`config.mk`:
```
export PLATFORM = sky130hd
export DESIGN_NAME = aging_priority_task_scheduler
export DESIGN_NICKNAME = d
export VERILOG_FILES = /design/src/hw/rtl/apts_pkg.sv /design/src/hw/rtl/aging_priority_task_scheduler.sv /design/src/hw/rtl/apts_ctrl.sv /design/src/hw/rtl/apts_dpath.sv
export SDC_FILE = /design/constraint.sdc
export NUM_CORES = 2
export LEC_CHECK = 0
export CORE_ASPECT_RATIO = 1.5
export CORE_UTILIZATION = 32
export CTS_CLUSTER_SIZE = 24
export DETAILED_ROUTE_END_ITERATION = 16
export DONT_BUFFER_PORTS = 1
export PLACE_DENSITY_LB_ADDON = 0.3
export RECOVER_POWER = 25
export SYNTH_ARGS = -nofsm -noshare
export SYNTH_HDL_FRONTEND = slang
export SYNTH_SLANG_ARGS = --single-unit
```
`constraint.sdc`:
```
create_clock -name aclk -period 20.9 [get_ports aclk]
set_input_delay 1.045 -clock aclk [delete_from_list [all_inputs] [get_ports aclk]]
set_output_delay 1.045 -clock aclk [all_outputs]
set_load 0.03 [all_outputs]
```
`src/hw/rtl/apts_pkg.sv`:
```
package apts_pkg;

    localparam int MaxTasks  = 16;
    localparam int SlotBits  = 4;
    localparam int CountBits = 5;
    localparam int ClockBits = 32;
    localparam int PrioBits  = 6;

    typedef logic [SlotBits-1:0]  slot_t;
    typedef logic [CountBits-1:0] count_t;
    typedef logic [ClockBits-1:0] clock_t;
    typedef logic signed [PrioBits-1:0] prio_t;

    localparam prio_t PrioBest  = -6'sd20;
    localparam prio_t PrioWorst = 6'sd20;

    typedef enum logic [2:0] {
        FUNC_TICK   = 3'd0,
        FUNC_ADD    = 3'd1,
        FUNC_SETPRI = 3'd2,
        FUNC_REMOVE = 3'd3,
        FUNC_SLEEP  = 3'd4,
        FUNC_SCHED  = 3'd5
    } func_t;

    typedef enum logic [2:0] {
        ST_IDLE,
        ST_EXEC,
        ST_WAKE,
        ST_SCAN,
        ST_PICK,
        ST_OUT
    } state_t;

    // controller to datapath
    typedef struct packed {
        logic load;
        logic exec;
        logic wake_step;
        logic scan_init;
        logic scan_step;
        logic pick;
    } cmd_t;

    // datapath to controller
    typedef struct packed {
        logic is_sched;
        logic wake_done;
        logic scan_done;
    } stat_t;

    function automatic prio_t clamp_prio(logic [PrioBits-1:0] raw);
        prio_t v;
        begin
            v = prio_t'(raw);
            if (v < PrioBest) begin
                v = PrioBest;
            end else if (v > PrioWorst) begin
                v = PrioWorst;
            end
            return v;
        end
    endfunction

endpackage

```
`src/hw/rtl/aging_priority_task_scheduler.sv`:
```
// aging priority task scheduler
// s_axis request: one operation (tick, add, set priority, remove, sleep,
// schedule) per request; m_axis returns exactly one result per request.
// cfg channel writes quantum_ticks (reset 20); the user must write it only
// while the block is idle, which the block itself does not enforce.
// one request at a time: a non-schedule operation goes from EXEC to OUT;
// a schedule goes through WAKE, SCAN and PICK, whose wake and aging scan loops
// visit one entry per cycle, before OUT; with m_axis_tready held high the
// block goes from OUT, where the result is valid, to IDLE for the next request.
// the result is held in registers until m_axis_tready; no new request is
// accepted until the result has been taken.
// reset clears the task table, both lists, the clock and the quantum.
module aging_priority_task_scheduler (
    input  logic        aclk,
    input  logic        aresetn,
    input  logic        s_axis_tvalid,
    output logic        s_axis_tready,
    // func[2:0], task_slot[6:3], priority_req[12:7], sleep_ticks[28:13]
    input  logic [31:0] s_axis_tdata,
    output logic        m_axis_tvalid,
    input  logic        m_axis_tready,
    // chosen_valid[0], chosen_slot[4:1], preempt[5], error[6], clock_now[38:7]
    output logic [39:0] m_axis_tdata,
    input  logic        cfg_valid,
    output logic        cfg_ready,
    input  logic [7:0]  cfg_data
);
    import apts_pkg::*;

    cmd_t   cmd;
    stat_t  stat;
    logic   cv, pre, err;
    slot_t  cs;
    clock_t cn;

    assign cfg_ready = 1'b1;

    apts_ctrl u_ctrl (
        .aclk(aclk), .aresetn(aresetn),
        .in_fire(s_axis_tvalid && s_axis_tready),
        .out_taken(m_axis_tready),
        .stat(stat), .cmd(cmd),
        .in_ready(s_axis_tready), .out_valid(m_axis_tvalid)
    );

    apts_dpath u_dpath (
        .aclk(aclk), .aresetn(aresetn), .cmd(cmd), .stat(stat),
        .func(s_axis_tdata[2:0]), .task_slot(s_axis_tdata[6:3]),
        .priority_req(s_axis_tdata[12:7]), .sleep_ticks(s_axis_tdata[28:13]),
        .cfg_fire(cfg_valid && cfg_ready), .cfg_data(cfg_data),
        .chosen_valid(cv), .chosen_slot(cs), .preempt(pre), .error(err),
        .clock_now(cn)
    );

    assign m_axis_tdata = {1'b0, cn, err, pre, cs, cv};

endmodule

```
`src/hw/rtl/apts_ctrl.sv`:
```
module apts_ctrl (
    input  logic           aclk,
    input  logic           aresetn,
    input  logic           in_fire,
    input  logic           out_taken,
    input  apts_pkg::stat_t stat,
    output apts_pkg::cmd_t cmd,
    output logic           in_ready,
    output logic           out_valid
);
    import apts_pkg::*;

    state_t state_reg, state_next;

    // state register
    always_ff @(posedge aclk) begin
        if (!aresetn) begin
            state_reg <= ST_IDLE;
        end else begin
            state_reg <= state_next;
        end
    end

    // next state and commands
    always_comb begin
        state_next = state_reg;
        cmd        = '0;
        in_ready   = 1'b0;
        out_valid  = 1'b0;
        unique case (state_reg)
            ST_IDLE: begin
                in_ready = 1'b1;
                if (in_fire) begin
                    cmd.load   = 1'b1;
                    state_next = ST_EXEC;
                end
            end
            ST_EXEC: begin
                if (stat.is_sched) begin
                    state_next = ST_WAKE;
                end else begin
                    cmd.exec   = 1'b1;
                    state_next = ST_OUT;
                end
            end
            ST_WAKE: begin
                if (stat.wake_done) begin
                    cmd.scan_init = 1'b1;
                    state_next    = ST_SCAN;
                end else begin
                    cmd.wake_step = 1'b1;
                end
            end
            ST_SCAN: begin
                if (stat.scan_done) begin
                    state_next = ST_PICK;
                end else begin
                    cmd.scan_step = 1'b1;
                end
            end
            ST_PICK: begin
                cmd.pick   = 1'b1;
                state_next = ST_OUT;
            end
            ST_OUT: begin
                out_valid = 1'b1;
                if (out_taken) begin
                    state_next = ST_IDLE;
                end
            end
            default: state_next = ST_IDLE;
        endcase
    end

`ifndef SYNTHESIS
    a_one_side: assert property (@(posedge aclk) disable iff (!aresetn)
        !(in_ready && out_valid)) else $error("ready and valid together");
    a_load_idle: assert property (@(posedge aclk) disable iff (!aresetn)
        cmd.load |=> state_reg == ST_EXEC) else $error("load did not start");
    a_pick_out: assert property (@(posedge aclk) disable iff (!aresetn)
        cmd.pick |=> out_valid) else $error("pick without result");
`endif

endmodule

```
`src/hw/rtl/apts_dpath.sv`:
```
module apts_dpath (
    input  logic            aclk,
    input  logic            aresetn,
    input  apts_pkg::cmd_t  cmd,
    output apts_pkg::stat_t stat,
    input  logic [2:0]      func,
    input  apts_pkg::slot_t task_slot,
    input  logic [5:0]      priority_req,
    input  logic [15:0]     sleep_ticks,
    input  logic            cfg_fire,
    input  logic [7:0]      cfg_data,
    output logic            chosen_valid,
    output apts_pkg::slot_t chosen_slot,
    output logic            preempt,
    output logic            error,
    output apts_pkg::clock_t clock_now
);
    import apts_pkg::*;

    slot_t  ready_reg [MaxTasks];
    slot_t  sleep_reg [MaxTasks];
    prio_t  sprio_reg [MaxTasks];
    prio_t  dprio_reg [MaxTasks];
    clock_t wake_reg  [MaxTasks];
    logic [MaxTasks-1:0] used_reg;
    count_t rcnt_reg, scnt_reg, idx_reg;
    clock_t clk_reg;
    logic [7:0] quant_reg, qticks_reg;
    slot_t  run_reg;
    logic [2:0]  func_reg;
    slot_t  slot_reg;
    logic [5:0]  prio_reg;
    logic [15:0] stk_reg;
    slot_t  best_reg;
    prio_t  bestp_reg;
    logic   val_reg, pre_reg, err_reg;

    // ready and sleep list membership of the addressed slot
    logic   in_ready, in_sleep;
    count_t rpos, spos;
    always_comb begin
        in_ready = 1'b0;
        in_sleep = 1'b0;
        rpos = '0;
        spos = '0;
        for (int i = 0; i < MaxTasks; i++) begin
            if (count_t'(i) < rcnt_reg && ready_reg[i] == slot_reg && !in_ready) begin
                in_ready = 1'b1;
                rpos = count_t'(i);
            end
            if (count_t'(i) < scnt_reg && sleep_reg[i] == slot_reg && !in_sleep) begin
                in_sleep = 1'b1;
                spos = count_t'(i);
            end
        end
    end

    slot_t  wslot, eslot;
    prio_t  ep;
    logic   wake_hit;
    assign wslot    = sleep_reg[idx_reg[SlotBits-1:0]];
    assign wake_hit = wake_reg[wslot] <= clk_reg;
    assign eslot    = ready_reg[idx_reg[SlotBits-1:0]];
    assign ep       = dprio_reg[eslot];

    assign stat.is_sched  = func_reg == FUNC_SCHED;
    assign stat.wake_done = idx_reg >= scnt_reg;
    assign stat.scan_done = idx_reg >= rcnt_reg;

    // datapath registers
    always_ff @(posedge aclk) begin
        if (!aresetn) begin
            used_reg   <= '0;
            rcnt_reg   <= '0;
            scnt_reg   <= '0;
            clk_reg    <= '0;
            quant_reg  <= '0;
            run_reg    <= '0;
            qticks_reg <= 8'd20;
            idx_reg    <= '0;
            val_reg    <= 1'b0;
            pre_reg    <= 1'b0;
            err_reg    <= 1'b0;
        end else begin
            if (cfg_fire) begin
                qticks_reg <= cfg_data;
            end
            if (cmd.load) begin
                func_reg <= func;
                slot_reg <= task_slot;
                prio_reg <= priority_req;
                stk_reg  <= sleep_ticks;
                val_reg  <= 1'b0;
                pre_reg  <= 1'b0;
                err_reg  <= 1'b0;
                idx_reg  <= '0;
            end
            if (cmd.exec) begin
                case (func_reg)
                    FUNC_TICK: begin
                        clk_reg <= clk_reg + 1'b1;
                        if (quant_reg > 8'd1) begin
                            quant_reg <= quant_reg - 1'b1;
                        end else begin
                            quant_reg <= '0;
                            pre_reg   <= 1'b1;
                        end
                    end
                    FUNC_ADD: begin
                        if (used_reg[slot_reg]) begin
                            err_reg <= 1'b1;
                        end else begin
                            used_reg[slot_reg]  <= 1'b1;
                            sprio_reg[slot_reg] <= clamp_prio(prio_reg);
                            dprio_reg[slot_reg] <= clamp_prio(prio_reg);
                            if (rcnt_reg < count_t'(MaxTasks)) begin
                                ready_reg[rcnt_reg[SlotBits-1:0]] <= slot_reg;
                                rcnt_reg <= rcnt_reg + 1'b1;
                            end
                        end
                    end
                    FUNC_SETPRI: begin
                        if (!used_reg[slot_reg]) begin
                            err_reg <= 1'b1;
                        end else begin
                            sprio_reg[slot_reg] <= clamp_prio(prio_reg);
                            dprio_reg[slot_reg] <= clamp_prio(prio_reg);
                        end
                    end
                    FUNC_REMOVE: begin
                        if (!used_reg[slot_reg]) begin
                            err_reg <= 1'b1;
                        end else begin
                            used_reg[slot_reg] <= 1'b0;
                            if (in_ready) begin
                                for (int i = 0; i < MaxTasks - 1; i++) begin
                                    if (count_t'(i) >= rpos) begin
                                        ready_reg[i] <= ready_reg[i+1];
                                    end
                                end
                                rcnt_reg <= rcnt_reg - 1'b1;
                            end else if (in_sleep) begin
                                for (int i = 0; i < MaxTasks - 1; i++) begin
                                    if (count_t'(i) >= spos) begin
                                        sleep_reg[i] <= sleep_reg[i+1];
                                    end
                                end
                                scnt_reg <= scnt_reg - 1'b1;
                            end
                        end
                    end
                    FUNC_SLEEP: begin
                        if (!used_reg[slot_reg]) begin
                            err_reg <= 1'b1;
                        end else begin
                            wake_reg[slot_reg] <= clk_reg + clock_t'(stk_reg);
                            if (!in_sleep) begin
                                if (in_ready) begin
                                    for (int i = 0; i < MaxTasks - 1; i++) begin
                                        if (count_t'(i) >= rpos) begin
                                            ready_reg[i] <= ready_reg[i+1];
                                        end
                                    end
                                    rcnt_reg <= rcnt_reg - 1'b1;
                                end
                                if (scnt_reg < count_t'(MaxTasks)) begin
                                    sleep_reg[scnt_reg[SlotBits-1:0]] <= slot_reg;
                                    scnt_reg <= scnt_reg + 1'b1;
                                end
                            end
                        end
                    end
                    default: ;
                endcase
            end
            // examine one sleeper per cycle, waking it if its wake time has come
            if (cmd.wake_step) begin
                if (wake_hit) begin
                    for (int i = 0; i < MaxTasks - 1; i++) begin
                        if (count_t'(i) >= idx_reg) begin
                            sleep_reg[i] <= sleep_reg[i+1];
                        end
                    end
                    scnt_reg <= scnt_reg - 1'b1;
                    if (rcnt_reg < count_t'(MaxTasks)) begin
                        ready_reg[rcnt_reg[SlotBits-1:0]] <= wslot;
                        rcnt_reg <= rcnt_reg + 1'b1;
                    end
                end else begin
                    idx_reg <= idx_reg + 1'b1;
                end
            end
            if (cmd.scan_init) begin
                idx_reg   <= '0;
                best_reg  <= ready_reg[0];
                bestp_reg <= dprio_reg[ready_reg[0]];
            end
            // scan one ready entry per cycle, aging it
            if (cmd.scan_step) begin
                idx_reg <= idx_reg + 1'b1;
                if (ep <= bestp_reg || best_reg == eslot) begin
                    best_reg  <= eslot;
                    bestp_reg <= (ep > PrioBest) ? prio_t'(ep - 6'sd1) : ep;
                end
                if (ep > PrioBest) begin
                    dprio_reg[eslot] <= ep - 6'sd1;
                end
            end
            if (cmd.pick && rcnt_reg != '0) begin
                dprio_reg[best_reg] <= sprio_reg[best_reg];
                quant_reg <= qticks_reg;
                run_reg   <= best_reg;
                val_reg   <= 1'b1;
            end
        end
    end

    assign chosen_valid = val_reg;
    assign chosen_slot  = val_reg ? best_reg : '0;
    assign preempt      = pre_reg;
    assign error        = err_reg;
    assign clock_now    = clk_reg;

`ifndef SYNTHESIS
    a_rcnt: assert property (@(posedge aclk) disable iff (!aresetn)
        rcnt_reg <= count_t'(MaxTasks)) else $error("ready count overflow");
    a_scnt: assert property (@(posedge aclk) disable iff (!aresetn)
        scnt_reg <= count_t'(MaxTasks)) else $error("sleep count overflow");
    a_flags: assert property (@(posedge aclk) disable iff (!aresetn)
        !(val_reg && err_reg)) else $error("chosen with error");
`endif

endmodule
```
* Word level (Yosys, flattened, before mapping)
Memory sizes are Yosys's and may differ from the RTL's. A register that Yosys moved wholly into a read port is not among the register bits. Cells that the tools add are included. W data, S select, Z words.
Storage, ports and cells: bits in registers 124, RAM bits 832, input port bits 45, output and inout port bits 43, word-level logic and storage cells 940, memories 5
Memories:
- u_dpath.wake_reg | words 16, width 32, read ports 1, clocked after memory_dff 0, write ports 1, RTL line apts_dpath.sv:24 | clock_t wake_reg [MaxTasks];
- u_dpath.dprio_reg | words 16, width 6, read ports 2, clocked after memory_dff 0, write ports 1, RTL line apts_dpath.sv:23 | prio_t dprio_reg [MaxTasks];
- u_dpath.sprio_reg | words 16, width 6, read ports 1, clocked after memory_dff 1, write ports 1, RTL line apts_dpath.sv:22 | prio_t sprio_reg [MaxTasks];
- u_dpath.ready_reg | words 16, width 4, read ports 17, clocked after memory_dff 1, write ports 15, RTL line apts_dpath.sv:20 | slot_t ready_reg [MaxTasks];
- u_dpath.sleep_reg | words 16, width 4, read ports 17, clocked after memory_dff 1, write ports 15, RTL line apts_dpath.sv:21 | slot_t sleep_reg [MaxTasks];
Cells by class: $add $sub $neg 9, $lt $le $gt $ge 89, equal/unequal tests 49, multiplexer cells 622, bitwise gates (word level) 36, reductions and logical operators 113
Operators with widths (count):
- $mux W1 | 489
- $mux W4 | 60
- $eq A4 B4 Y1 | 33
- $mux W5 | 24
- $mux W6 | 18
- $lt A4 B5 Y1 const A | 16
- $logic_and A1 B1 Y1 | 65
- $ge A4 B4 Y1 const A | 14
- $lt A3 B5 Y1 const A | 8
- $mux W3 | 13
- $ge A4 B5 Y1 const A | 7
- $or A1 B1 Y1 | 33
- $add A32 B1 Y32 const B | 1
- $add A32 B16 Y32 | 1
- $ge A3 B4 Y1 const A | 8
- $le A32 B32 Y1 | 1
- $mux W16 | 2
- $mux W8 | 4
- $pmux W16 S2 | 1
- $logic_not A1 Y1 | 30
- $ge A3 B5 Y1 const A | 4
- $lt A1 B5 Y1 const A | 4
- $lt A2 B5 Y1 const A | 4
- $pmux W3 S6 | 1
- 39 further kinds | 77

* Depth between registers and ports, before layout
An unclocked memory read counts as a cell.
depth after elaboration 61, mapped depth 26, depth with buffers taken out 20

* Hierarchy
Synthesis repeated with hierarchy kept, for this count alone.
Unflattened totals: cell total of the unflattened synthesis 3462, area total of the unflattened synthesis 48418.9 um^2
By module, submodules not included:
- apts_dpath | times used 1, cells an instance 3425, area each 48128.7 um^2, seq. area each 27876.7 um^2
- apts_ctrl | times used 1, cells an instance 29, area each 239.0 um^2, seq. area each 60.1 um^2
- aging_priority_task_scheduler | times used 1, cells an instance 8, area each 51.3 um^2, seq. area each 0.0 um^2

* Worst setup path before layout
OpenSTA, ideal clock, no wires.
kind register to register, start register u_dpath.idx_reg[1], end memory u_dpath.sleep_reg[10][0] (netlist bit) (enable), library setup time 0.315 ns, arrival 6.344 ns, required time 20.585 ns, slack 14.241 ns, cell stages (with the launch flop) 24, buffers on the path 6, clock period less this slack 6.659 ns, cells stage by stage dfxtp_1 > buf_6 > buf_8 > buf_1 > clkbuf_1 > mux4_2 > mux4_2 > buf_2 > clkbuf_1 > mux2_2 > nand2_1 > o21ai_0 > ha_1 > a21o_1 > a21o_1 > a21o_1 > a21o_1 > a21oi_1 > o21ai_0 > a22oi_1 > nand3_1 > or3_1 > or4b_2 > nand4_1
RTL lines:
- start, declared | RTL line apts_dpath.sv:26 | count_t rcnt_reg, scnt_reg, idx_reg;
- start signal, assigned | RTL line apts_dpath.sv:190 | idx_reg <= idx_reg + 1'b1;
- start signal, assigned | RTL line apts_dpath.sv:200 | idx_reg <= idx_reg + 1'b1;
- end, declared | RTL line apts_dpath.sv:21

==> run metrics <==
status=finished with violations; violated checks=max-capacitance violations, max-slew violations; FF-to-FF path depth=18; Final nets=3188; Mapped Nets=3181; Hold Crit Start=s_axis_tdata[26]; Hold-fix buffers, CTS=0; GRT Total Usage=16.3%; clock latency at the later pin of the worst-skew pair=0.71 ns; Syn Inst Count=3053; Synth Register Bits=960; core area=0.142 mm2; Synth warnings=0; Cell variety after synth=84; Leak=16.5 nW; layout filler cell count=13273; final period utilization=44.9%; Crit path required time=21.26 ns; unrepaired setup endpoints after global routing=false; root buffer cell=clkbuf_16; Layout area overhead=12.1%; n_diodes=0; CP bufs+invs=2; post-layout util=36.2%; largest net degree at the start of global routing=67; initial antenna violation count=1; max FFs per register=512; commonest non-fill, non-tap cell in the layout=edfxtp_1; layout cell share with drive strength beyond 1=21.1%; H-tree level count=3; Setup crit start kind=flip-flop; first-iteration detailed-routing DRC count=2179; FF/Latch Area=0.0279 mm2; Post-DP HPWL=78.0 mm; Avg Cell Area, Syn=15.0 um2; max_cap viols=8; minimum clock period=9.39 ns; Worst-Margin Slew=3.40 ns; post-CTS sizing=0; global-route wire length before repair=179 mm; Worst Setup EP=u_dpath.sleep_reg[10][1]; Setup crit end kind=flip-flop; GR Overflow Total=0; clock sink count=960; Async S/R FF share, synth=0%; die span in x=311 um; # DRC=0; Via density=5.32; CP startpoint=u_dpath.idx_reg[1]; postcts setup bufs=0; Seq/Total Area, Yosys=60.9%; Post-synth EDFFs=871; vias in the first global route=27410; routability cong.=0.878; power per standard cell area=84.4 mW/mm2; Main synth FF type=edfxtp_1; Slowest Stage Delay on Critical Path=0.98 ns; CP Cell Sequence=buf_4 > mux4_2 > mux4_4 > buf_4 > mux4_2 > mux2_2 > nand2_1 > o21ai_0 > ha_1 > nand4_1 > nor4_1 > nand3_1 > nor3b_1 > a22oi_1 > nand3_1 > or3_1 > or4b_2 > nand4_1; Rows=169; area leader, netlist=edfxtp_1; deepest clock path buffer count=3; Max FO, Critical Path=44; setup violators final=0; Clock Skew=0.0364 ns; RR Endpoint=u_dpath.sleep_reg[10][1]; VDD IR max=66.4 uV; area taken by multi-input logic gates=0.0170 mm2; count of final hold-check violations=0; Initial Util=32.3%; WL/cell=23.8 um; Slew HR=-127%; commonest cells after routing, fill and taps aside=edfxtp_1, mux4_2, nor2_1; Worst Hold Class=in2reg; R2R setup slack=11.51 ns; critical path class=reg2reg; max-slew violation count=297; total I/O pin count=88; post-route ant nets=0; FF-to-FF Start=u_dpath.idx_reg[1]; Setup WS post-layout=11.51 ns; Cell Area, Synth=0.0459 mm2; Max Fclk=0.107 GHz; DIE AREA=0.145 mm2; Num CTS Buffers=96; CTS tree=done; Synth top area share=57.0%; First-pass DRT Iterations=5; CP max stage cell=mux4_4; routed wire length=119 mm; PortBufs=0; detailed-route via count=26676; setup TNS=0 ns; synth top area cells=edfxtp_1, mux4_2, mux2_2, dfxtp_1, xnor2_1; WP data arrival=9.74 ns; dpl ws=11.36 ns; WP depth=18; Worst-path clk slew=0.06 ns; Top delay family on crit path=simple AND/OR/NAND/NOR gates; die height=466 um
-- worst reg2reg max path, stage by stage (launching register included) --
cell	delay [ns]
dfxtp_2	0.31
buf_4	0.59
mux4_2	0.70
mux4_4	0.99
buf_4	0.55
mux4_2	0.59
mux2_2	0.29
nand2_1	0.06
o21ai_0	0.26
ha_1	0.47
nand4_1	0.10
nor4_1	0.59
nand3_1	0.32
nor3b_1	0.23
a22oi_1	0.71
nand3_1	0.54
or3_1	0.70
or4b_2	0.75
nand4_1	0.29
-- stage by stage --
stage	hold WS, ns	total power, mW	area, um2	cells
6_report	0.428	4.34	51400	5019
4_1_cts	0.371	4.38	51500	5018
2_1_floorplan	0.421	2.48	45900	3053
5_1_grt	0.403	4.48	51400	5019
3_3_place_gp	0.451	2.60	48300	4842
3_5_place_dp	0.448	2.61	48300	4842
-- kinds of logic after synthesis --
| logic type | count (synthesis) | synth area share [%] |
|---|---|---|
| multiplexers | 504 | 18.0 |
| adder cells (fa/ha/maj) | 83 | 2.28 |
| XOR/XNOR | 199 | 3.80 |
| buffers and inverters | 253 | 2.35 |
| other | 2 | 0.0164 |
| flip-flops | 960 | 60.9 |
| AO/OA/AOI/OAI | 363 | 5.23 |
| AND/OR/NAND/NOR | 689 | 7.41 |
-- final cells by class --
type                            count  area share (%)
Sequential cell                   960            54.4
Multi-Input combinational cell   1840            33.1
Clock buffer                      117            4.93
Tap cell                         1881            4.58
Clock inverter                     59            1.34
Timing Repair Buffer               87            1.12
Inverter                           75           0.548
-- per-layer routing --
metal  up-vias  wire, um  global-route usage [%]
met5         -         0                       0
met4         0      3880                    6.10
met3       202      4850                    2.13
met2       651     61800                    29.4
met1     13884     48900                    19.8
li1      11939         -                       -
-- power breakdown --
group | switching, mW | leakage [nW] | internal, mW
Clock | 0.760 | 1.56 | 1.02
Sequential | 0.0386 | 8.64 | 2.14
Combinational | 0.241 | 6.33 | 0.139
-- cell usage after synthesis (44+ instances only) --
master	instances
edfxtp_1	871
mux4_2	225
nor2_1	199
mux2_2	165
nand2_1	142
xnor2_1	127
clkbuf_1	113
mux2i_1	101
o21ai_0	93
dfxtp_1	89
ha_1	82
a21oi_1	79
nand3_1	74
inv_1	72
xor2_1	72
nor4_1	45
nor3_1	44
-- worst min-delay path by stage --
stage                               end  slack (ns)  depth (start not counted)
5_1_grt              u_dpath.stk_reg[6]        0.40                          0
3_5_place_dp                  flip-flop        0.45                          2
4_1_cts              u_dpath.stk_reg[6]        0.37                          0
6_report            u_dpath.stk_reg[13]        0.43                          0
2_1_floorplan  u_dpath.sleep_reg[15][0]        0.42                          0
3_3_place_gp                  flip-flop        0.45                          2
(Power assumes the default switching activity.)
